[config.mk]
export PLATFORM = sky130hd
export DESIGN_NAME = substring_replace_stream
export DESIGN_NICKNAME = d
export VERILOG_FILES = /design/src/rtl/rss_pkg.sv /design/src/rtl/rss_core.sv /design/src/rtl/rss_burst.sv /design/src/rtl/substring_replace_stream.sv
export SDC_FILE = /design/constraint.sdc
export NUM_CORES = 1
export LEC_CHECK = 0
export BUFFER_PORTS_ARGS = -buffer_cell sky130_fd_sc_hd__buf_2
export CORE_MARGIN = 5
export CORE_UTILIZATION = 50
export CTS_CLUSTER_SIZE = 30
export DETAILED_ROUTE_END_ITERATION = 8
export PLACE_DENSITY = 0.68
export SLEW_MARGIN = 30
export SYNTH_ARGS = -nofsm -noshare
export SYNTH_HDL_FRONTEND = slang
export SYNTH_SLANG_ARGS = --single-unit
[constraint.sdc]
create_clock -name clk_i -period 7 [get_ports clk_i]
set_input_delay 0.7 -clock clk_i [delete_from_list [all_inputs] [get_ports clk_i]]
set_output_delay 0.7 -clock clk_i [all_outputs]
set_load 0.02 [all_outputs]
[src/rtl/rss_pkg.sv]
// Shared constants, types and helpers for the substring replace stream.
`default_nettype none

package rss_pkg;

  localparam int NeedleMax = 8;
  localparam int ReplMax   = 8;
  localparam int BurstMax  = (NeedleMax > ReplMax) ? NeedleMax : ReplMax;

  localparam int ByteW     = 8;
  localparam int RegW      = 64;
  localparam int LenW      = 4;
  localparam int WinCntW   = $clog2(NeedleMax + 1);
  localparam int WinIdxW   = (NeedleMax > 1) ? $clog2(NeedleMax) : 1;
  localparam int ReplCntW  = $clog2(ReplMax + 1);
  localparam int CntW      = $clog2(BurstMax + 1);
  localparam int IdxW      = (BurstMax > 1) ? $clog2(BurstMax) : 1;

  typedef logic [ByteW-1:0] byte_t;

  typedef enum logic [1:0] {
    CfgNeedleBytes = 2'd0,
    CfgNeedleLen   = 2'd1,
    CfgReplBytes   = 2'd2,
    CfgReplLen     = 2'd3
  } cfg_idx_e;

  typedef struct packed {
    byte_t [NeedleMax-1:0] needle;
    logic  [WinCntW-1:0]   needle_len;
    byte_t [ReplMax-1:0]   repl;
    logic  [ReplCntW-1:0]  repl_len;
  } cfg_t;

  typedef struct packed {
    byte_t [BurstMax-1:0] bytes;
    logic  [CntW-1:0]     count;
    logic                 has;
    logic                 last;
  } burst_t;

  function automatic logic [LenW-1:0] clamp_len(logic [LenW-1:0] len, logic [LenW-1:0] maxv);
    clamp_len = (len > maxv) ? maxv : len;
  endfunction

endpackage

`default_nettype wire

[src/rtl/rss_core.sv]
// Match window and per-word burst composer.
`default_nettype none

module rss_core (
  input  wire logic            clk_i,
  input  wire logic            rst_ni,
  input  wire rss_pkg::cfg_t   cfg_i,
  input  wire logic            clr_i,
  input  wire logic            load_i,
  input  wire rss_pkg::byte_t  in_byte_i,
  input  wire logic            in_last_i,
  output rss_pkg::burst_t      burst_o
);
  import rss_pkg::*;

  byte_t [NeedleMax-1:0] win_q, win_d, nw;
  logic  [WinCntW-1:0]   cnt_q, cnt_d, cur, ncnt;
  logic                  full, match;

  always_comb begin
    cur  = (cnt_q >= cfg_i.needle_len) ? '0 : cnt_q;
    nw   = win_q;
    nw[cur[WinIdxW-1:0]] = in_byte_i;
    ncnt = cur + WinCntW'(1);
    full = (ncnt == cfg_i.needle_len);
    match = 1'b1;
    for (int i = 0; i < NeedleMax; i++) begin
      if ((i < int'(cfg_i.needle_len)) && (nw[i] != cfg_i.needle[i])) begin
        match = 1'b0;
      end
    end
  end

  always_comb begin
    burst_o = '0;
    for (int i = 0; i < BurstMax; i++) begin
      if (i < NeedleMax) begin
        burst_o.bytes[i] = nw[i];
      end
    end
    burst_o.has  = 1'b1;
    burst_o.last = 1'b0;
    win_d = win_q;
    cnt_d = cnt_q;
    if (cfg_i.needle_len == '0) begin
      burst_o.bytes[0] = in_byte_i;
      burst_o.count    = CntW'(1);
      burst_o.last     = in_last_i;
    end else begin
      if (full && match) begin
        for (int i = 0; i < BurstMax; i++) begin
          if (i < ReplMax) begin
            burst_o.bytes[i] = cfg_i.repl[i];
          end else begin
            burst_o.bytes[i] = '0;
          end
        end
        burst_o.count = CntW'(cfg_i.repl_len);
        cnt_d = '0;
      end else if (full) begin
        burst_o.count = CntW'(1);
        for (int i = 0; i < NeedleMax - 1; i++) begin
          win_d[i] = nw[i+1];
        end
        cnt_d = cfg_i.needle_len - WinCntW'(1);
      end else begin
        win_d = nw;
        cnt_d = ncnt;
      end
      if (in_last_i) begin
        if (!(full && match)) begin
          burst_o.count = CntW'(ncnt);
        end
        cnt_d = '0;
        burst_o.last = 1'b1;
        if (burst_o.count == '0) begin
          burst_o.bytes[0] = '0;
          burst_o.has      = 1'b0;
          burst_o.count    = CntW'(1);
        end
      end
    end
  end

  always_ff @(posedge clk_i or negedge rst_ni) begin
    if (!rst_ni) begin
      cnt_q <= '0;
    end else if (clr_i) begin
      cnt_q <= '0;
    end else if (load_i) begin
      cnt_q <= cnt_d;
    end
  end

  always_ff @(posedge clk_i) begin
    if (load_i) begin
      win_q <= win_d;
    end
  end

endmodule

`default_nettype wire

[src/rtl/rss_burst.sv]
// Output register that plays a burst out one word per cycle while out_ready_i is high.
`default_nettype none

module rss_burst (
  input  wire logic              clk_i,
  input  wire logic              rst_ni,
  input  wire rss_pkg::burst_t   burst_i,
  input  wire logic              in_valid_i,
  output logic                   in_ready_o,
  output logic                   out_valid_o,
  input  wire logic              out_ready_i,
  output rss_pkg::byte_t         out_data_o,
  output logic                   out_user_o,
  output logic                   out_last_o
);
  import rss_pkg::*;

  byte_t [BurstMax-1:0] bytes_q;
  logic  [CntW-1:0]     cnt_q;
  logic  [IdxW-1:0]     idx_q;
  logic                 has_q, last_q;
  logic                 busy, final_beat, drain, load;

  assign busy       = (cnt_q != '0);
  assign final_beat = (CntW'(idx_q) == (cnt_q - CntW'(1)));
  assign drain      = busy && out_ready_i && final_beat;
  assign in_ready_o = !busy || drain;
  assign load       = in_valid_i && in_ready_o;

  always_ff @(posedge clk_i or negedge rst_ni) begin
    if (!rst_ni) begin
      cnt_q <= '0;
      idx_q <= '0;
    end else if (load) begin
      cnt_q <= burst_i.count;
      idx_q <= '0;
    end else if (busy && out_ready_i) begin
      if (final_beat) begin
        cnt_q <= '0;
      end else begin
        idx_q <= idx_q + IdxW'(1);
      end
    end
  end

  always_ff @(posedge clk_i) begin
    if (load) begin
      bytes_q <= burst_i.bytes;
      has_q   <= burst_i.has;
      last_q  <= burst_i.last;
    end
  end

  assign out_valid_o = busy;
  assign out_data_o  = bytes_q[idx_q];
  assign out_user_o  = has_q;
  assign out_last_o  = last_q && final_beat;

endmodule

`default_nettype wire

[src/rtl/substring_replace_stream.sv]
// Top level of the substring replace stream: config registers and datapath.
//
// Input words arrive on the s_axis channel, one text byte each, tlast on the
// final byte. Output words leave on the m_axis channel: tdata is the byte,
// tuser is 1 when the byte is valid and 0 for a bare end marker, tlast marks
// the final word of the text.
// Every occurrence of the needle (leftmost, non-overlapping) is replaced.
// An accepted word is turned into a burst of 0 to 8 output words in the same
// cycle; the first one shows on m_axis in the next cycle.
// Throughput is one input word per cycle while each word yields at most one
// output word and m_axis_tready_i is high; a burst of k words holds the
// output register until all k words are taken, which sets the input rate.
// s_axis_tready_o rises in the cycle a burst's last word is taken (no gaps).
// When the receiver stalls, the current word holds and s_axis_tready_o falls.
// Reset clears config registers (pass-through), the window and the burst.
// Config is written through cfg_we_i/cfg_idx_i/cfg_wdata_i while idle;
// writing the needle length empties the window.
`default_nettype none

module substring_replace_stream (
  input  wire logic               clk_i,
  input  wire logic               rst_ni,
  input  wire logic               cfg_we_i,
  input  wire rss_pkg::cfg_idx_e  cfg_idx_i,
  input  wire logic [63:0]        cfg_wdata_i,
  input  wire logic               s_axis_tvalid_i,
  output logic                    s_axis_tready_o,
  input  wire logic [7:0]         s_axis_tdata_i,   // [7:0] in_byte
  input  wire logic               s_axis_tlast_i,
  output logic                    m_axis_tvalid_o,
  input  wire logic               m_axis_tready_i,
  output logic [7:0]              m_axis_tdata_o,   // [7:0] out_byte
  output logic                    m_axis_tuser_o,   // [0] out_has_byte
  output logic                    m_axis_tlast_o
);
  import rss_pkg::*;

  logic [NeedleMax*ByteW-1:0] needle_q;
  logic [ReplMax*ByteW-1:0]   repl_q;
  logic [LenW-1:0]            nlen_q, rlen_q;
  cfg_t                       cfg;
  burst_t                     burst;
  logic                       clr, accept;

  always_ff @(posedge clk_i or negedge rst_ni) begin
    if (!rst_ni) begin
      needle_q <= '0;
      nlen_q   <= '0;
      repl_q   <= '0;
      rlen_q   <= '0;
    end else if (cfg_we_i) begin
      case (cfg_idx_i)
        CfgNeedleBytes: needle_q <= cfg_wdata_i[NeedleMax*ByteW-1:0];
        CfgNeedleLen:   nlen_q   <= cfg_wdata_i[LenW-1:0];
        CfgReplBytes:   repl_q   <= cfg_wdata_i[ReplMax*ByteW-1:0];
        CfgReplLen:     rlen_q   <= cfg_wdata_i[LenW-1:0];
        default: ;
      endcase
    end
  end

  always_comb begin
    cfg.needle     = needle_q;
    cfg.repl       = repl_q;
    cfg.needle_len = WinCntW'(clamp_len(nlen_q, LenW'(NeedleMax)));
    cfg.repl_len   = ReplCntW'(clamp_len(rlen_q, LenW'(ReplMax)));
  end

  assign clr    = cfg_we_i && (cfg_idx_i == CfgNeedleLen);
  assign accept = s_axis_tvalid_i && s_axis_tready_o;

  rss_core u_core (
    .clk_i     (clk_i),
    .rst_ni    (rst_ni),
    .cfg_i     (cfg),
    .clr_i     (clr),
    .load_i    (accept),
    .in_byte_i (s_axis_tdata_i),
    .in_last_i (s_axis_tlast_i),
    .burst_o   (burst)
  );

  rss_burst u_burst (
    .clk_i       (clk_i),
    .rst_ni      (rst_ni),
    .burst_i     (burst),
    .in_valid_i  (s_axis_tvalid_i),
    .in_ready_o  (s_axis_tready_o),
    .out_valid_o (m_axis_tvalid_o),
    .out_ready_i (m_axis_tready_i),
    .out_data_o  (m_axis_tdata_o),
    .out_user_o  (m_axis_tuser_o),
    .out_last_o  (m_axis_tlast_o)
  );

endmodule

`default_nettype wire

* Word level (Yosys, flattened, before mapping)
Cells that the tools add are included.
W data, S select, Z words.
** Operators by class
- $add $sub $neg :: 4
- $lt $le $gt $ge :: 14
- Equal/unequal tests :: 15
- Muxes and demuxes :: 40
- Bitwise logic cells :: 4
- Reductions and logical operators :: 34
** Operator list (count)
- $mux W56 :: 2
- $bwmux W64 :: 1
- $mux W4 :: 16
- $mux W64 :: 1
- $ne A8 B8 Y1 :: 8
- $bmux W8 S3 :: 1
- $demux W8 S3 :: 1
- $lt A3 B4 Y1 const A :: 4
- $mux W8 :: 2
- $logic_and A1 B1 Y1 :: 15
- $mux W14 :: 1
- $reduce_and A2 Y1 :: 7
- $mux W13 :: 1
- $mux W12 :: 1
- $mux W1 :: 10
- $mux W3 :: 3
- $gt A4 B4 Y1 const B :: 2
- $logic_not A4 Y1 :: 2
- $lt A1 B4 Y1 const A :: 2
- $lt A2 B4 Y1 const A :: 2
- $lt A3 B4 Y1 const B :: 2
- $sub A4 B1 Y4 const B :: 2
- $reduce_bool A2 Y1 :: 3
- $add A4 B1 Y4 const B :: 1
- 16 further kinds :: 21
** Word-level totals
- Flip-flop bits (word level) :: 277
- Bits of input ports :: 80
- Word-level logic and storage cells :: 136

* Logic depth before layout (Yosys ltp)
Gate-level depths: netlist (run 1).
- Depth in word-level cells :: 29
- Gate-level depth with buffers :: 19

* Hierarchy
A second synthesis (run 1) with hierarchy kept.
** Second synthesis, totals
- Cells, all modules :: 1261
- Area total of the unflattened synthesis :: 15401.0 um^2
** By module, submodules not included
- rss_core :: instances 1, cells an instance 797, area an instance 6675.2 um^2, sequential area each 2021.9 um^2
- substring_replace_stream :: instances 1, cells an instance 300, area an instance 5735.5 um^2, sequential area each 3403.3 um^2
- rss_burst :: instances 1, cells an instance 164, area an instance 2990.4 um^2, sequential area each 2157.1 um^2

* Worst setup path after synthesis (run 1)
OpenSTA, ideal clock, no wires.
- Path kind :: reg-to-reg
- Start :: register nlen_q[3]
- End :: register u_core.win_q[0] (netlist name), enable pin
- Arrival time :: 4203 ps
- Required time :: 6590 ps
- Slack :: 2387 ps
- Cell stages (with the launch flop) :: 17
- Buffers on the path :: 0
- Period minus slack after synthesis :: 4613 ps
- Cell sequence :: dfrtp_1 inv_1 nand2_1 inv_1 ha_1 nor3b_2 o21a_1 nand2_1 inv_1 ha_1 xnor3_1 o211ai_1 a211oi_4 o2111ai_1 nor4_4 or2_1 inv_1
** On the way
- Word-level cells in the longest chain between the ends :: 22
- Elaborated cells on any way between the ends :: 49
- Classes of those cells :: add/sub: 1; order compare: 12; eq/ne: 9; mux: 13; bitwise: 2; reduce/logical: 12
** RTL lines
- start, declared :: line substring_replace_stream.sv:40 : logic [LenW-1:0] nlen_q, rlen_q;
- start signal, assigned :: line substring_replace_stream.sv:54 : CfgNeedleLen: nlen_q <= cfg_wdata_i[LenW-1:0];
- $gt A4 B4 Y1 :: line rss_pkg.sv:43 : clamp_len = (len > maxv) ? maxv : len;
- $mux W4 (*) :: line rss_pkg.sv:43
- $ge A4 B4 Y1 :: line rss_core.sv:21 : cur = (cnt_q >= cfg_i.needle_len) ? '0 : cnt_q;
- $mux W4 :: line rss_core.sv:21
- $lt A3 B4 Y1 (not written as such) / $ge A3 B1 Y1 (equally long branches) :: line rss_core.sv:23 : nw[cur[WinIdxW-1:0]] = in_byte_i;
- $logic_and A1 B1 Y1 (not written as such) :: line rss_core.sv:23
- $mux W8 (not written as such) :: line rss_core.sv:23
- $demux W8 S3
- $bwmux W64 :: line rss_core.sv:23
- $ne A8 B8 Y1 :: line rss_core.sv:28 : if ((i < int'(cfg_i.needle_len)) && (nw[i] != cfg_i.needle[i])) begin
- $logic_and A1 B1 Y1 :: line rss_core.sv:28
- $mux W1 (8 in a row) :: line rss_core.sv:28
- $logic_and A1 B1 Y1 :: line rss_core.sv:50 : if (full && match) begin
- $not A1 Y1 (no source line)
- $reduce_and A3 Y1 (no source line) (*)
- end signal, assigned :: line rss_core.sv:97 : win_q <= win_d;
- end, declared :: line rss_core.sv:16 : byte_t [NeedleMax-1:0] win_q, win_d, nw;
Mark *: on every way between the ends. The rest lies on a longest branch, timed or not.
A chain may end at the register's enable or synchronous reset.

==> flow_summary.ini, run 1 <==
[die]
initial_core_util_pct = 50.63
chipWidth_um = 180.5
num_io_pins = 92
die-area_um2 = 32570
coreArea_um2 = 28700
num_rows = 62
die_h_um = 180.5

[routing]
wire_per_inst_um = 23.61
drtAntennaViolNets = 0
drc_errors = 0
dr_total_vias = 10500
vias_per_cell = 6.103
wirelength_um = 40630
m1WireLength_um = 17680
wl_met3_um = 3700
top_layer_used = met4
drt_iter0_drc = 1307
wl_met2_um = 18260
dr.pass1.iters = 5

[clock_tree]
h-tree-depth = 1
clk_latency_ps = 580
clk_path_buf_depth = 3
cts_made_buffers = 30
path_clk_slew_ps = 60
cts_hold_buf = 0
tritoncts = built
cts_setup_buffers = 0
cts_sinks = 277
cts_resized = 0
root_buffer = clkbuf_16

[synth]
synth_xor_area_share_pct = 6.423
synth-seq-cells = 277
syn_nets = 1339
synthesis.area_um2 = 14530
synthDistinctLibCells = 74
synth_compound_area_share_pct = 9.316
async_flop_share_pct = 53.07
synth.avg_cell_area_um2 = 11.64
synth_fa_ha_area_share_pct = 0.9471
yosysSeqAreaShare_pct = 52.17
synthCells = 1248
synthMuxAreaShare_pct = 18.00
synth_top_family_by_area = multiplexers
synth_edf_count = 130
synth_simple_gate_area_share_pct = 10.06
synth_ff_type = dfrtp_1
ys_warn_count = 0

[sta]
worst_slack_ps = 1288
rsz0062_at_grt = no
fmax_mhz = 175.1
hold_violations = 0
hold_ws_ps = 176.4
setup_viol = 0
drv_slew = 0
slew_headroom_pct = 36.00
finalCritPeriodShare_pct = 81.60
final.setup_skew_ps = 30.84
max_slew.worst_pin.slew_ps = 960.1
fin_tns_setup_ps = 0
period_minus_slack_ps = 5712

[worst_setup_path]
worstSetupEndpointType = flip-flop
critical_path_class = flip-flop to flip-flop
cpLargestDelayFamily = simple AND/OR/NAND/NOR gates
cp_common_cell = inv_1
crit_arrival_ps = 6020
crit_buf_inv = 3
cp.required_ps = 7310
start_kind = flip-flop
max_stage_delay_ps = 740
cp_cell_sequence = inv_1 -> nand2_1 -> inv_1 -> ha_1 -> nor3b_2 -> o21ai_4 -> nor3_4 -> mux2i_1 -> a221oi_1 -> a41oi_1 -> nor4_4 -> nand2_4 -> buf_4 -> nor2_1 -> a21oi_1
critPathSlowestCell = nor4_4
critPathMaxFanout = 66

[global_route]
track_usage_pct = 24.49
grt_max_degree = 82
grt_pass1_vias = 10350
antenna_found_initial = 0
grt_pass1_wl_um = 63010
grt_overflow = 0

[power]
power-per-cell-area_nw_per_um2 = 401.1
p_leak_nw = 6.324
total_power_mw = 6.536
ir_worst_vdd_mv = 0.1746

[finish]
nNetsFinal = 1404
area_growth_pct = 12.12
multi_input_comb_area_um2 = 6523
seq_area_um2 = 7582
fill_cells = 2467
antennaDiodeCount = 0
fin_cells = 1721
final_layout_size_suffix_gt1_share_pct = 25.21

[placed_design]
post-place-ws_ps = 1436
numPortBuffers = 91
hpwl_um = 27930
dp_cells = 1665
gp_congestion = 0.9585

[flow_run]
drv_cap = 0

[run_status]
outcome = finished, final reports clean

[hold_path]
hold_path_class = input port to asynchronous set/reset pin
-- final cells by class --
| class | instances | area share (%) |
|---|---|---|
| Clock buffer | 47 | 5.383 |
| Clock inverter | 9 | 0.6604 |
| Inverter | 36 | 0.8293 |
| Multi-Input combinational cell | 860 | 40.03 |
| Sequential cell | 277 | 46.53 |
| Tap cell | 384 | 2.949 |
| Timing Repair Buffer | 108 | 3.617 |
-- through the flow --
step           util (%)  cell area, um2
6_report          56.77           16290
5_1_grt           56.77           16290
4_1_cts           56.77           16290
3_5_place_dp      53.34           15310
3_3_place_gp      53.33           15310
2_1_floorplan         -           14530
-- logic make-up (layout without fill, tap and decap cells) --
kind of cell | after synthesis | after routing
simple gates | 315 | 315
flops | 277 | 277
mux | 224 | 224
compound gates | 205 | 205
buf+inv | 111 | 200
xor+xnor | 105 | 105
fa+ha+maj | 11 | 11
-- power breakdown --
group | switching [mW] | leakage, nW | internal (mW) | total (mW)
combinational | 1.17 | 2.87 | 0.891 | 2.06
clock | 0.656 | 0.483 | 0.934 | 1.59
sequential | 0.504 | 2.97 | 2.39 | 2.89
total | 2.33 | 6.32 | 4.21 | 6.54
-- routing by layer --
metal,up-vias,track usage [%]
li1,4684,-
met1,5224,36.58
met2,518,37.60
met3,78,4.279
met4,0,5.898
met5,-,0
-- synthesized netlist by cell type, types with 3 or more instances --
cell type	count	area, um2
nand2b_1	9	56.30
a2111oi_0	3	26.28
or2_2	10	62.56
edfxtp_1	130	3904
nor4_1	16	100.1
o22ai_1	48	300.3
buf_1	13	48.80
nor3_1	4	20.02
o211ai_1	4	30.03
nor2b_1	4	25.02
a221oi_1	5	43.79
dfrtp_1	147	3679
o221ai_1	6	52.55
nor2_1	170	638.1
xnor2_1	43	376.6
a221o_1	9	90.09
or3_1	4	25.02
nand3b_1	5	37.54
a21oi_1	69	345.3
nand4_1	10	62.56
ha_1	11	137.6
mux4_2	16	360.4
clkbuf_1	43	161.4
a31oi_1	9	56.30
o21ai_0	19	95.09
mux2i_1	69	690.7
nand2_1	52	195.2
mux2_2	138	1554
xor2_1	61	534.3
inv_1	36	135.1
buf_4	3	22.52
nand3_1	7	35.03
and2_1	6	37.54
buf_2	16	80.08
-- registers in the layout, indices dropped and copies added (netlist names) --
name	cells
repl_q	64
u_burst.idx_q	3
needle_q	64
u_burst.last_q	1
u_burst.cnt_q	4
u_burst.bytes_q	64
u_core.win_q	64
rlen_q	4
nlen_q	4
u_burst.out_user_o	1
u_core.cnt_q	4
-- placed cells by master (no fill, tap or decap), types with 9 or more instances in the layout --
master     count
dfrtp_1      147
ha_1          11
o21ai_0       19
nand4_1       10
nand2b_1       9
clkbuf_1      13
clkbuf_16     32
mux2i_1       69
xnor2_1       43
a21oi_1       69
inv_1         35
edfxtp_1     130
a221o_1        9
o22ai_1       48
mux2_2       138
nand2_1       51
xor2_1        61
buf_2         90
nor2_1       170
or2_2         10
mux4_2        16
nor4_1        16
buf_4         17
a31oi_1        9
-- final timing paths --
path	end	cells after the start	slack [ps]	from
max in group asynchronous	repl_q[33]$_DFFE_PN0P_	2	5480	rst_ni
min	needle_q[59]$_DFFE_PN0P_	1	180	rst_ni
max reg2reg	u_burst.bytes_q[23]$_DFFE_PP_	15	1290	nlen_q[3]$_DFFE_PN0P_
min reg2reg	repl_q[56]$_DFFE_PN0P_	1	520	repl_q[56]$_DFFE_PN0P_
min in group clk_i	repl_q[28]$_DFFE_PN0P_	2	360	cfg_wdata_i[28]
max	u_burst.bytes_q[23]$_DFFE_PP_	15	1290	nlen_q[3]$_DFFE_PN0P_
Note: power is estimated with default switching activity, not from simulation.
==> run 2: changes to the inputs <==
Settings changed: PLACE_DENSITY 0.68 to 0.7.
Clock period 7 ns to 4.59 ns, I/O delays scaled along.
==> flow_summary.ini, run 2 (synthesis gave the netlist of run 1 again) <==
[run_status]
outcome = finished, final reports clean

[power]
power-per-cell-area_nw_per_um2 = 597.7
p_leak_nw = 6.552
ir_worst_vdd_mv = 0.3006

[clock_tree]
path_clk_slew_ps = 80
cts_sinks = 277
h-tree-depth = 1
tritoncts = built
clk_path_buf_depth = 3
root_buffer = clkbuf_16
cts_made_buffers = 29
clk_latency_ps = 570

[sta]
drv_slew = 0
period_minus_slack_ps = 4533
fmax_mhz = 220.6
hold_ws_ps = 125.6
max_slew.worst_pin.slew_ps = 970.2
setup_viol = 0
final.setup_skew_ps = 27.68
finalCritPeriodShare_pct = 98.76
hold_violations = 0
slew_headroom_pct = 34.72
worst_slack_ps = 57.14

[die]
initial_core_util_pct = 50.63
die-area_um2 = 32570
coreArea_um2 = 28700
num_rows = 62
num_io_pins = 92
die_h_um = 180.5
chipWidth_um = 180.5

[routing]
drt_iter0_drc = 1224
drc_errors = 0
wire_per_inst_um = 23.67
dr_total_vias = 10740
drtAntennaViolNets = 0
vias_per_cell = 6.128
dr.pass1.iters = 6
wirelength_um = 41500

[global_route]
track_usage_pct = 24.26
grt_overflow = 0
grt_pass1_wl_um = 62560
grt_max_degree = 77
grt_pass1_vias = 10460
antenna_found_initial = 0

[placed_design]
gp_congestion = 0.9863
numPortBuffers = 91
hpwl_um = 28100
post-place-ws_ps = 19.95
dp_cells = 1684
post_dp_cell_area_um2 = 15510

[worst_setup_path]
critical_path_class = flip-flop to flip-flop
start_kind = flip-flop
endpoint = u_burst.bytes_q[1]$_DFFE_PP_
timing.rr.start = nlen_q[3]$_DFFE_PN0P_
cp_cell_sequence = inv_2 -> nand2_1 -> inv_2 -> ha_1 -> nor3b_4 -> buf_4 -> o211ai_2 -> nor2_1 -> a311o_1 -> nor4_1 -> o32ai_1 -> nor4_4 -> buf_6 -> nand2_8 -> buf_16 -> a21oi_2 -> a221o_1
worstSetupEndpointType = flip-flop
reg2reg_depth = 17
crit_arrival_ps = 4960
cp.required_ps = 5020
worstSetupStartpoint = nlen_q[3]$_DFFE_PN0P_
r2r-end = u_burst.bytes_q[1]$_DFFE_PP_
critPathSlowestCell = nor4_1
max_stage_delay_ps = 590
cp_common_cell = inv_2
reg2reg_slack_ps = 60
critPathMaxFanout = 8

[finish]
mostFrequentLayoutCells = nor2_1 (170), dfrtp_1 (147), mux2_2 (138), edfxtp_1 (130), buf_2 (90)
fin_cells = 1753
final_layout_size_suffix_gt1_share_pct = 28.20
fin_area_um2 = 16750
antennaDiodeCount = 0
nNetsFinal = 1437
post-route-util_pct = 58.35
area_growth_pct = 15.24
layout_commonest_cell = nor2_1

[hold_path]
worstHoldStart = cfg_wdata_i[17]
hold_path_class = input port to flip-flop

[flow_run]
drv_cap = 0
## run 2: cell types whose count changed in the layout (fill, tap and decap cells not counted), moves of 3 or more
cell	delta
buf_4	+21
clkbuf_1	-10
clkbuf_16	+3
clkbuf_8	+3
clkinvlp_4	+3
mux2i_1	-3
mux2i_2	+3
## run 2: repair_timing
| action | in CTS | in global routing |
|---|---|---|
| endpoints found under the hold margin | 56 | 0 |
| setup endpoints to repair | 8 | 169 |
| gates cloned | 0 | 6 |
| pin swaps | 1 | 3 |
| setup buffers | 2 | 5 |
| gates resized for setup | 1 | 12 |
| hold buffers | 1 | 0 |
## run 2: through the flow
stage	setup TNS [ps]	power [mW]
after CTS	0	9.922
after global routing	-507.7	10.45
after global placement	0	7.444
after detailed placement	0	7.535
after floorplan	0	6.447
final	0	10.01
## run 2: final cells by class
| type | instances | area, um2 |
|---|---|---|
| Multi-Input combinational cell | 861 | 6590 |
| Clock inverter | 15 | 117.6 |
| Timing Repair Buffer | 141 | 999.7 |
| Fill cell | 2365 | 11960 |
| Clock buffer | 39 | 838.3 |
| Sequential cell | 277 | 7582 |
| Tap cell | 384 | 480.5 |
| Inverter | 36 | 138.9 |
## run 2: worst min-delay path by stage
stage                          endpoint  slack (ps)  cells after the start
2_1_floorplan   needle_q[0]$_DFFE_PN0P_         160                      0
3_3_place_gp     repl_q[39]$_DFFE_PN0P_         490                      1
3_5_place_dp     repl_q[24]$_DFFE_PN0P_         490                      1
4_1_cts        needle_q[17]$_DFFE_PN0P_         110                      3
5_1_grt        needle_q[51]$_DFFE_PN0P_         130                      2
6_report       needle_q[17]$_DFFE_PN0P_         130                      3
## run 2: power breakdown
part,switching (mW),internal [mW]
logic,1.85,1.43
clock network,1.02,1.34
registers,0.732,3.63
## run 2: routing by layer
metal	routed length (um)	GRT usage [%]	vias to the layer above
met2	18370	36.32	546
met1	18150	35.92	5382
met3	3871	5.390	73
met5	0	0	-
met4	1109	6.564	0
li1	-	-	4742
## run 2: worst max-delay path, delay by kind of cell (launching register included)
kind	cells	cell delay, ps
DFF	1	430
and+or+nand+nor	6	1440
adders and majority gates	1	330
buffers and inverters	5	710
AOI/OAI and AO/OA	5	1450
==> run 3: changes to the inputs <==
Settings changed: CORE_MARGIN 5 to default, PLACE_DENSITY 0.7 to 0.68.
Clock period 4.59 ns to 4.9 ns, I/O delays scaled along.
==> flow_summary.ini, run 3 (synthesis gave the netlist of run 1 again) <==
[worst_setup_path]
critPathMaxFanout = 112
reg2reg_slack_ps = 320
start_kind = flip-flop
timing.rr.start = nlen_q[3]$_DFFE_PN0P_
critPathSlowestCell = or4_4
cp.depth = 18
cpLargestDelayFamily = simple AND/OR/NAND/NOR gates
critical_path_class = flip-flop to flip-flop
reg2reg_depth = 18
max_stage_delay_ps = 540
crit_arrival_ps = 4890
cp_common_cell = inv_1
cp_cell_sequence = inv_1 -> nand2_1 -> inv_1 -> ha_1 -> nor3b_4 -> o21a_1 -> nand2_1 -> inv_1 -> ha_1 -> xnor2_1 -> or4_4 -> a211oi_4 -> o2111ai_1 -> nor4_4 -> nand2_4 -> buf_12 -> nor2_1 -> a21oi_1
cp.required_ps = 5200
crit_buf_inv = 4
worstSetupEndpointType = flip-flop
r2r-end = u_burst.bytes_q[55]$_DFFE_PP_

[die]
initial_core_util_pct = 50.77
coreArea_um2 = 28630
die_h_um = 172.5
num_rows = 62
chipWidth_um = 172.5
die-area_um2 = 29750
num_io_pins = 92

[routing]
wire_per_inst_um = 23.08
wirelength_um = 40060
drtAntennaViolNets = 0
dr_total_vias = 10500
drc_errors = 0
vias_per_cell = 6.047
dr.pass1.iters = 5
drt_iter0_drc = 1197

[sta]
drv_slew = 0
max_slew.worst_pin.slew_ps = 995.2
period_minus_slack_ps = 4584
final.setup_skew_ps = 10.16
fin_tns_setup_ps = 0
slew_headroom_pct = 33.65
fmax_mhz = 218.2
finalCritPeriodShare_pct = 93.54
setup_viol = 0
hold_violations = 0

[global_route]
grt_pass1_vias = 9943
use_met1_pct = 41.39
antenna_found_initial = 0
grt_pass1_wl_um = 60660
grt_max_degree = 113
grt_overflow = 0
top_usage_layer = met1
met2_usage_pct = 40.94
grt_use_met3_pct = 4.051
track_usage_pct = 27.59

[finish]
antennaDiodeCount = 0
post-route-util_pct = 57.58
nNetsFinal = 1419
mostFrequentLayoutCells = nor2_1 (170), dfrtp_1 (147), mux2_2 (138), edfxtp_1 (130), buf_2 (90)
layout_commonest_cell = nor2_1
final_layout_size_suffix_gt1_share_pct = 26.63
fill_cells = 2378
area_growth_pct = 13.42

[clock_tree]
cts_setup_buffers = 0
path_clk_slew_ps = 70
cts_made_buffers = 30
h-tree-depth = 1
root_buffer = clkbuf_16
tritoncts = built
clk_path_buf_depth = 3
clk_latency_ps = 580
cts_sinks = 277

[hold_path]
worstHoldStart = cfg_wdata_i[33]
hold_path_depth = 3
hold_path_class = input port to flip-flop
holdPathEnd = needle_q[33]$_DFFE_PN0P_

[power]
power-per-cell-area_nw_per_um2 = 567.2
p_leak_nw = 6.419
ir_worst_vdd_mv = 0.3282

[placed_design]
numPortBuffers = 91
hpwl_um = 28360
gp_congestion = 0.9155

[flow_run]
drv_cap = 0

[run_status]
outcome = finished, final reports clean
[run 3: power by group]
part / leakage (nW) / total [mW] / switching, mW / internal [mW]
logic: 2.96 / 3.00 / 1.69 / 1.31
clock network: 0.487 / 2.23 / 0.958 / 1.28
registers: 2.97 / 4.11 / 0.711 / 3.40
total: 6.42 / 9.35 / 3.36 / 5.99
[run 3: worst register-to-register path: stages (launching register included)]
cell and delay [ps]:
dfrtp_1 420, inv_1 190, nand2_1 140, inv_1 150, ha_1 280, nor3b_4 320, o21a_1 230, nand2_1 150
inv_1 110, ha_1 180, xnor2_1 160, or4_4 550, a211oi_4 250, o2111ai_1 200, nor4_4 310, nand2_4 110
buf_12 250, nor2_1 270, a21oi_1 50
[run 3: area by class of cell]
class	instances	area [um2]	share of cell area, %
clock buffers	45	899.6	5.458
clock inverters	11	92.59	0.5617
inverters	36	135.1	0.8198
multi-input cells	860	6548	39.72
flip-flops and latches	277	7582	46.00
well taps	384	480.5	2.915
repair buffers	123	745.7	4.524
[run 3: how the worst max path moves through the flow]
stage,from,endpoint
3_5_place_dp,nlen_q[3]$_DFFE_PN0P_,u_core.win_q[22]$_DFFE_PP_
4_1_cts,nlen_q[3]$_DFFE_PN0P_,u_core.win_q[22]$_DFFE_PP_
3_3_place_gp,nlen_q[3]$_DFFE_PN0P_,u_core.win_q[22]$_DFFE_PP_
2_1_floorplan,nlen_q[3]$_DFFE_PN0P_,u_core.win_q[0]$_DFFE_PP_
6_report,nlen_q[3]$_DFFE_PN0P_,u_burst.bytes_q[55]$_DFFE_PP_
5_1_grt,nlen_q[3]$_DFFE_PN0P_,u_burst.bytes_q[7]$_DFFE_PP_
[run 3: repair_timing]
action	4_1_cts	5_1_grt
endpoints found under the setup margin	0	64
hold buffers	1	0
hold endpoints to repair	40	0
resized for setup	0	7
[run 3: per-stage QoR]
stage	total power, mW	std cells	hold slack [ps]	worst slack (ps)	area [um2]
floorplan	6.028	1248	194.4	286.7	14530
global placement	7.009	1678	435.5	382.0	15430
detailed placement	7.079	1678	434.5	312.6	15430
CTS	9.318	1735	121.1	258.0	16430
global route	9.799	1736	145.4	-5.660	16480
finish	9.349	1736	139.8	316.3	16480
[run 3: per-layer routing]
| layer | vias up | share of wire [%] | wire (um) |
|---|---|---|---|
| li1 | 4718 | - | - |
| met1 | 5178 | 45 | 17850 |
| met2 | 515 | 43 | 17370 |
| met3 | 87 | 8.7 | 3504 |
| met4 | 0 | 3.4 | 1344 |
| met5 | - | 0 | 0 |
